[src/rtl/core/lpp_pkg.sv]
// Shared types and constants of the moving-pad landing point predictor.
package lpp_pkg;

	// Configuration register indexes.
	typedef enum logic [2:0] {
		REG_BAND_ONE   = 3'd0,
		REG_BAND_TWO   = 3'd1,
		REG_BAND_THREE = 3'd2,
		REG_FALLBACK   = 3'd3,
		REG_OVERHEAD   = 3'd4,
		REG_HOVER      = 3'd5
	} reg_index_t;

	localparam int unsigned CFG_IDX_W  = 3;
	localparam int unsigned CFG_DATA_W = 32;
	localparam int unsigned TIME_W     = 16;
	localparam int unsigned HOVER_W    = 32;
	localparam int unsigned DIST_W     = 32;
	localparam int unsigned SQ_W       = 64;

	// Register values after reset.
	localparam logic [TIME_W-1:0]  BAND_ONE_RST   = 16'd1920;
	localparam logic [TIME_W-1:0]  BAND_TWO_RST   = 16'd2176;
	localparam logic [TIME_W-1:0]  BAND_THREE_RST = 16'd2560;
	localparam logic [TIME_W-1:0]  FALLBACK_RST   = 16'd2176;
	localparam logic [TIME_W-1:0]  OVERHEAD_RST   = 16'd192;
	localparam logic [HOVER_W-1:0] HOVER_RST      = 32'd19661;

	// Band edges as tenths of a metre per second: 0.1, 1.1, 2.1 and 3.1.
	localparam int unsigned EDGE_ONE   = 1;
	localparam int unsigned EDGE_TWO   = 11;
	localparam int unsigned EDGE_THREE = 21;
	localparam int unsigned EDGE_FOUR  = 31;

endpackage

[src/rtl/core/lpp_isqrt.sv]
// Pipelined integer square root, one result bit per stage, with a tag carried alongside.
module lpp_isqrt import lpp_pkg::*; #(
	parameter int unsigned TAG_W = 1
) (
	input  logic              clk,
	input  logic              arst_n,
	input  logic              en,
	input  logic              in_valid,
	input  logic [SQ_W-1:0]   radicand,
	input  logic [TAG_W-1:0]  in_tag,
	output logic              out_valid,
	output logic [DIST_W-1:0] root,
	output logic [TAG_W-1:0]  out_tag
);

	logic              vld_s  [DIST_W+1];
	logic [SQ_W-1:0]   rem_s  [DIST_W+1];
	logic [DIST_W-1:0] root_s [DIST_W+1];
	logic [TAG_W-1:0]  tag_s  [DIST_W+1];

	assign vld_s[0]  = in_valid;
	assign rem_s[0]  = radicand;
	assign root_s[0] = '0;
	assign tag_s[0]  = in_tag;

	// Each stage decides one root bit, from the top down, keeping the remainder n - r*r.
	for (genvar g = 0; g < DIST_W; g++) begin : g_step
		localparam int unsigned B = DIST_W - 1 - g;
		logic [SQ_W+1:0] cand;
		logic            take;

		assign cand = ({{(SQ_W+2-DIST_W){1'b0}}, root_s[g]} << (B + 1))
			+ ((SQ_W+2)'(1) << (2 * B));
		assign take = {2'b00, rem_s[g]} >= cand;

		always_ff @(posedge clk or negedge arst_n) begin
			if (!arst_n) begin
				vld_s[g+1] <= 1'b0;
			end else if (en) begin
				vld_s[g+1] <= vld_s[g];
			end
		end

		always_ff @(posedge clk) begin
			if (en) begin
				rem_s[g+1]  <= take ? rem_s[g] - cand[SQ_W-1:0] : rem_s[g];
				root_s[g+1] <= take ? (root_s[g] | (DIST_W'(1) << B)) : root_s[g];
				tag_s[g+1]  <= tag_s[g];
			end
		end
	end

	assign out_valid = vld_s[DIST_W];
	assign root      = root_s[DIST_W];
	assign out_tag   = tag_s[DIST_W];

endmodule

[config.mk]
export PLATFORM = sky130hd
export DESIGN_NAME = lpp_isqrt
export DESIGN_NICKNAME = d
export VERILOG_FILES = /design/src/rtl/core/lpp_pkg.sv /design/src/rtl/core/lpp_isqrt.sv
export SDC_FILE = /design/constraint.sdc
export NUM_CORES = 2
export LEC_CHECK = 0
export BUFFER_PORTS_ARGS = -buffer_cell sky130_fd_sc_hd__buf_4
export CORE_MARGIN = 2
export CORE_UTILIZATION = 65
export DETAILED_ROUTE_END_ITERATION = 12
export PLACE_DENSITY = 0.82
export SLEW_MARGIN = 20
export SYNTH_ARGS = -nofsm -noshare
export SYNTH_HDL_FRONTEND = slang
export SYNTH_SLANG_ARGS = --single-unit
[constraint.sdc]
create_clock -name clk -period 8.4 [get_ports clk]
set_input_delay 0.42 -clock clk [delete_from_list [all_inputs] [get_ports clk]]
set_output_delay 0.42 -clock clk [all_outputs]
set_load 0.02 [all_outputs]
* After elaboration in Yosys (flattened, before gate mapping)
Index checks and enable logic that the tools add are counted.
** Operators by class
- $add $sub $neg :: 62
- $lt $le $gt $ge :: 32
- Muxes and demuxes :: 32
** Operators with widths (number)
- 64-bit 2-to-1 mux :: 31
- 63-bit by 61-bit adder with 64-bit output (second input constant) :: 1
- 64-bit by 34-bit greater-or-equal comparator with 1-bit output :: 1
- 64-bit by 35-bit greater-or-equal comparator with 1-bit output :: 1
- 64-bit by 36-bit greater-or-equal comparator with 1-bit output :: 1
- 64-bit by 37-bit greater-or-equal comparator with 1-bit output :: 1
- 64-bit by 38-bit greater-or-equal comparator with 1-bit output :: 1
- 64-bit by 39-bit greater-or-equal comparator with 1-bit output :: 1
- 64-bit by 40-bit greater-or-equal comparator with 1-bit output :: 1
- 64-bit by 41-bit greater-or-equal comparator with 1-bit output :: 1
- 64-bit by 42-bit greater-or-equal comparator with 1-bit output :: 1
- 64-bit by 43-bit greater-or-equal comparator with 1-bit output :: 1
- 64-bit by 44-bit greater-or-equal comparator with 1-bit output :: 1
- 64-bit by 45-bit greater-or-equal comparator with 1-bit output :: 1
- 64-bit by 46-bit greater-or-equal comparator with 1-bit output :: 1
- 64-bit by 47-bit greater-or-equal comparator with 1-bit output :: 1
- 64-bit by 48-bit greater-or-equal comparator with 1-bit output :: 1
- 64-bit by 49-bit greater-or-equal comparator with 1-bit output :: 1
- 64-bit by 50-bit greater-or-equal comparator with 1-bit output :: 1
- 64-bit by 51-bit greater-or-equal comparator with 1-bit output :: 1
- 64-bit by 52-bit greater-or-equal comparator with 1-bit output :: 1
- 64-bit by 53-bit greater-or-equal comparator with 1-bit output :: 1
- 64-bit by 54-bit greater-or-equal comparator with 1-bit output :: 1
- 64-bit by 55-bit greater-or-equal comparator with 1-bit output :: 1
- other kinds (72) :: 72
** Storage, ports and cells
- Bits in registers :: 3072
- Input port bits :: 69
- Output and inout bits :: 34
- Word-level logic and storage cells :: 284

* Depth between registers and ports, before layout
- Depth in word-level cells :: 3
- Gate-level depth with buffers :: 15
- Mapped depth without buffers :: 12

* Worst setup path before layout
OpenSTA, ideal clock, no wires.
- Path kind :: flip-flop to flip-flop
- Start :: register rem_s[304] (netlist bit)
- End :: register rem_s[225] (netlist bit) (data pin)
- Setup time :: 258 ps
- Arrival :: 3277 ps
- Data required time :: 8142 ps
- Setup slack :: 4865 ps
- Stages on the path, launching flop included :: 13
- Path buffers :: 2
- Clock period less this slack :: 3535 ps
- Cells stage by stage :: edfxtp_1 -> or3_4 -> or4_4 -> or4_1 -> or2_1 -> or4_4 -> a211o_1 -> nor2_4 -> inv_2 -> buf_6 -> buf_6 -> nor2_1 -> a21oi_1
** Between the ends
- Longest elaborated chain between the ends :: 2
** Ends and longest elaborated chain
- from (decl) :: line lpp_isqrt.sv:17 : logic [SQ_W-1:0] rem_s [DIST_W+1];
- from (signal, indexed assignment) :: line lpp_isqrt.sv:46 : rem_s[g+1] <= take ? rem_s[g] - cand[SQ_W-1:0] : rem_s[g];
- 64-bit by 37-bit greater-or-equal comparator with 1-bit output :: line lpp_isqrt.sv:34 : assign take = {2'b00, rem_s[g]} >= cand;
- 64-bit 2-to-1 mux :: line lpp_isqrt.sv:46
Every way passes these cells.
A chain may end at the register's enable or synchronous reset.

* Worst setup path after layout
- Start :: register rem_s[488] (netlist bit)
- End :: register rem_s[433] (netlist bit) (data pin)
** Between the ends
- Longest elaborated chain between the ends :: 2
- Elaborated cells between the ends (all ways) :: 3
- Those cells by class :: add/sub: 1; order compare: 1; mux: 1
** Ends and longest elaborated chain (line)
- 64-bit by 40-bit subtractor with 64-bit output / 64-bit by 40-bit greater-or-equal comparator with 1-bit output (equally long branches) :: lpp_isqrt.sv:46, lpp_isqrt.sv:34
- 64-bit 2-to-1 mux * :: lpp_isqrt.sv:46
Mark *: on every way between the ends. The rest lies on a longest branch, timed or not.

==> results.ini <==
[die]
die_area_mm2 = 0.193
die_h_um = 439
coreArea_mm2 = 0.188
start_util_pct = 65.5
die-width_um = 439
ios = 103
num_rows = 159

[power]
leakage_nw = 51.3
p_int_w = 0.0267
p_per_area_mw_per_mm2 = 279
swShare_pct = 29.9
p_sw_w = 0.0114
pwr-share-clk_pct = 31.6
share_comb_of_total_power_pct = 21.4
seq_power_share_pct = 47.0
peakVddDrop_uv = 239

[timing]
fmax_ghz = 0.203
post-route-period-util_pct = 58.8
setup_viol = 0
layout_min_cycle_time_ns = 4.94
finClkSkew_ns = 0.108
rsz0062_at_grt = false
slew_viol_final = 0
fin_tns_setup_ns = 0
whs_ns = 0.209
hold_viol_final = 0
worst_pin_slew_ns = 1.21
max_slew_margin_pct = 19.0

[clock_network]
insertion_delay_ns = 0.96
root_buffer = clkbuf_16
cts_setup_buffers = 0
clockBufferDepth = 4
cts_buffers = 283
cts_resized = 0
cts_tree = yes
clkTransAtPathRegs_ns = 0.06
clkSinkCount = 2576
htree_levels = 5

[logic_synthesis]
synth_flop_cell = edfxtp_1
synth-edff-count = 2544
avgSynthCellArea_um2 = 12.6
synth-seq-cells = 2576
synth_nets = 10400
async_reset_ff_share_pct = 1.24
yosysSeqAreaShare_pct = 62.7
synth_area_mm2 = 0.123
syn_inst = 9757
synthDistinctLibCells = 96
yosys_warnings = 0

[place]
place_area_mm2 = 0.127
hpwl_mm = 232
gp_congestion = 0.989
dp_cells = 12200
portBuffers = 102

[setup_path]
crit_chain = or4_1 -> nor4_2 -> nand4_1 -> or4b_1 -> nor3_1 -> o21a_1 -> inv_2 -> nand4_1 -> nor3b_1 -> xor2_1
critPathRequiredTime_ns = 9.03
crit_buf_inv = 1
cp_slowest_stage_delay_ns = 0.75
critPathTopFamily = simple AND/OR/NAND/NOR gates
crit_type = flip-flop to flip-flop
cp-end-kind = flip-flop
crit_fanout = 46
cp-start-kind = flip-flop
slowest_stage = or4b_1
crit_arrival_ns = 5.56
path_common_cell = nand4_1

[drt]
postRouteWirelength_mm = 323
dr.pass1.iters = 8
vias = 82700
route.detailed.drc = 0
viasPerCell = 6.48
drtAntennaViolNets = 0
drt_iter0_drc = 10500
wl_per_cell_um = 25.3

[grt]
met3_usage_pct = 5.22
busiest_layer = met2
antenna_found_initial = 16
grt_use_met2_pct = 51.3
grt-ovfl-total = 0
grt_max_degree = 205
met1_usage_pct = 48.4
gr-usage-all-layers_pct = 33.1
grt_pass1_wl_mm = 482
grt_pass1_vias = 78300

[run]
drv_cap = 0

[finish]
stdcell_count = 12800
layout.nets = 10700
multi_input_area_mm2 = 0.0425
drive_gt1_share_pct = 7.42
fill_cells = 12100
final_core_util_pct = 72.6
final_area_mm2 = 0.136
synthToLayoutAreaGrowth_pct = 10.8
seqCellArea_mm2 = 0.0772

[outcome]
status = finished, final reports clean

[hold_path]
hold_path_class = input port to flip-flop

[registers in the layout, summed over array words and instances, names as in the netlist]
| register | count |
|---|---|
| root_s | 496 |
| root | 32 |
| rem_s | 1984 |
| tag_s | 31 |
| out_valid | 1 |
| out_tag | 1 |
| vld_s | 31 |
[routing by layer]
layer  part of all wire [%]  routed length, um
met5                  0.025                 80
met3                    9.0              29000
met4                    3.5              11400
met1                     42             135000
met2                     46             148000
[per-stage QoR]
step | total power, W | setup WS (ns)
2_1_floorplan | 0.0232 | 4.86
3_3_place_gp | 0.0258 | 3.69
3_5_place_dp | 0.0260 | 3.64
4_1_cts | 0.0380 | 3.62
5_1_grt | 0.0396 | 3.37
6_report | 0.0381 | 3.46
[worst paths after layout]
path	startpoint	to	slack (ns)	cells after the start
worst min-delay path	radicand[5]	rem_s[1989]	0.21	2
worst min register to register	tag_s[17]	tag_s[16]	0.42	0
max in group asynchronous	arst_n	vld_s[10]	7.67	4
worst max register to register	rem_s[488]	rem_s[433]	3.46	10
worst max-delay path	rem_s[488]	rem_s[433]	3.46	10
min in group asynchronous	arst_n	vld_s[30]	0.56	4
[Yosys cell counts, types with 12 or more instances]
master | instances | share of area, %
edfxtp_1 | 2544 | 62
inv_1 | 712 | 2.2
nor2_1 | 634 | 1.9
a21oi_1 | 614 | 2.5
nand2_1 | 609 | 1.9
ha_1 | 558 | 5.7
xnor2_1 | 493 | 3.5
o21ai_0 | 423 | 1.7
xor2_1 | 387 | 2.8
nor4_1 | 350 | 1.8
nor3_1 | 269 | 1.1
a21o_1 | 219 | 1.3
clkbuf_1 | 171 | 0.52
nand4_1 | 165 | 0.84
nand3_1 | 146 | 0.59
nand2b_1 | 101 | 0.51
mux2_2 | 100 | 0.91
o21a_1 | 99 | 0.60
or3_1 | 91 | 0.46
nor2b_1 | 70 | 0.36
nor4b_1 | 58 | 0.41
or4_1 | 56 | 0.34
a31oi_1 | 55 | 0.28
o31ai_1 | 54 | 0.33
a211oi_1 | 53 | 0.32
o21bai_1 | 53 | 0.32
and3_1 | 51 | 0.26
or2_2 | 51 | 0.26
o211ai_1 | 42 | 0.26
and2_1 | 39 | 0.20
nand3b_1 | 37 | 0.23
a21boi_0 | 32 | 0.20
dfrtp_1 | 32 | 0.65
a211o_1 | 24 | 0.17
nand4b_1 | 23 | 0.16
a2111oi_0 | 22 | 0.16
nor3b_1 | 22 | 0.13
and4_1 | 21 | 0.15
buf_2 | 16 | 0.065
buf_1 | 14 | 0.043
o31a_1 | 13 | 0.093
a31o_2 | 12 | 0.085
o311ai_0 | 12 | 0.085
o41ai_1 | 12 | 0.085
[cell type report]
class | instances | share of cell area [%]
inverters | 715 | 1.97
well taps | 2495 | 2.29
clock inverters | 149 | 1.02
clock buffers | 339 | 5.44
multi-input cells | 6261 | 31.1
diodes | 4 | 0.00734
flip-flops and latches | 2576 | 56.6
repair buffers | 226 | 1.54
[repair_timing]
action                     4_1_cts  5_1_grt
hold endpoints to repair       118        0
hold buffers                    70        0
setup endpoints to repair        0        0
[power by group through the flow]
stage | Clock [W] | Combinational [W] | Sequential (W)
after global routing | 0.0126 | 0.00894 | 0.0180
final | 0.0120 | 0.00814 | 0.0179
after CTS | 0.0121 | 0.00800 | 0.0178
after detailed placement | 0 | 0.00788 | 0.0181
after floorplan | 0 | 0.00584 | 0.0173
after global placement | 0 | 0.00775 | 0.0180
[placed cells by master, fill, tap and decap left out, types with 51 or more instances in the layout]
| cell type | count |
|---|---|
| nor3_1 | 269 |
| buf_4 | 140 |
| and3_1 | 51 |
| xor2_1 | 387 |
| o21bai_1 | 53 |
| nand2_1 | 608 |
| a31oi_1 | 54 |
| nor2b_1 | 70 |
| a21oi_1 | 612 |
| nor2_1 | 633 |
| xnor2_1 | 493 |
| nand3_1 | 146 |
| clkbuf_16 | 289 |
| dlygate4sd3_1 | 69 |
| nor4b_1 | 56 |
| ha_1 | 558 |
| a21o_1 | 218 |
| clkinv_1 | 54 |
| or4_1 | 56 |
| nand4_1 | 165 |
| or2_2 | 51 |
| nor4_1 | 349 |
| mux2_2 | 100 |
| o31ai_1 | 54 |
| or3_1 | 91 |
| o21a_1 | 99 |
| nand2b_1 | 101 |
| o21ai_0 | 423 |
| inv_1 | 712 |
| a211oi_1 | 52 |
| edfxtp_1 | 2544 |
[logic make-up after synthesis]
group                      synth area share (%)
and+or+nand+nor                            11.9
DFF                                        62.7
AOI/OAI and AO/OA                          9.57
buffers and inverters                      2.84
xor gates and xnor gates                   6.26
adders and majority gates                  5.67
muxes                                     0.980
Note: power is estimated with default switching activity, not from simulation.
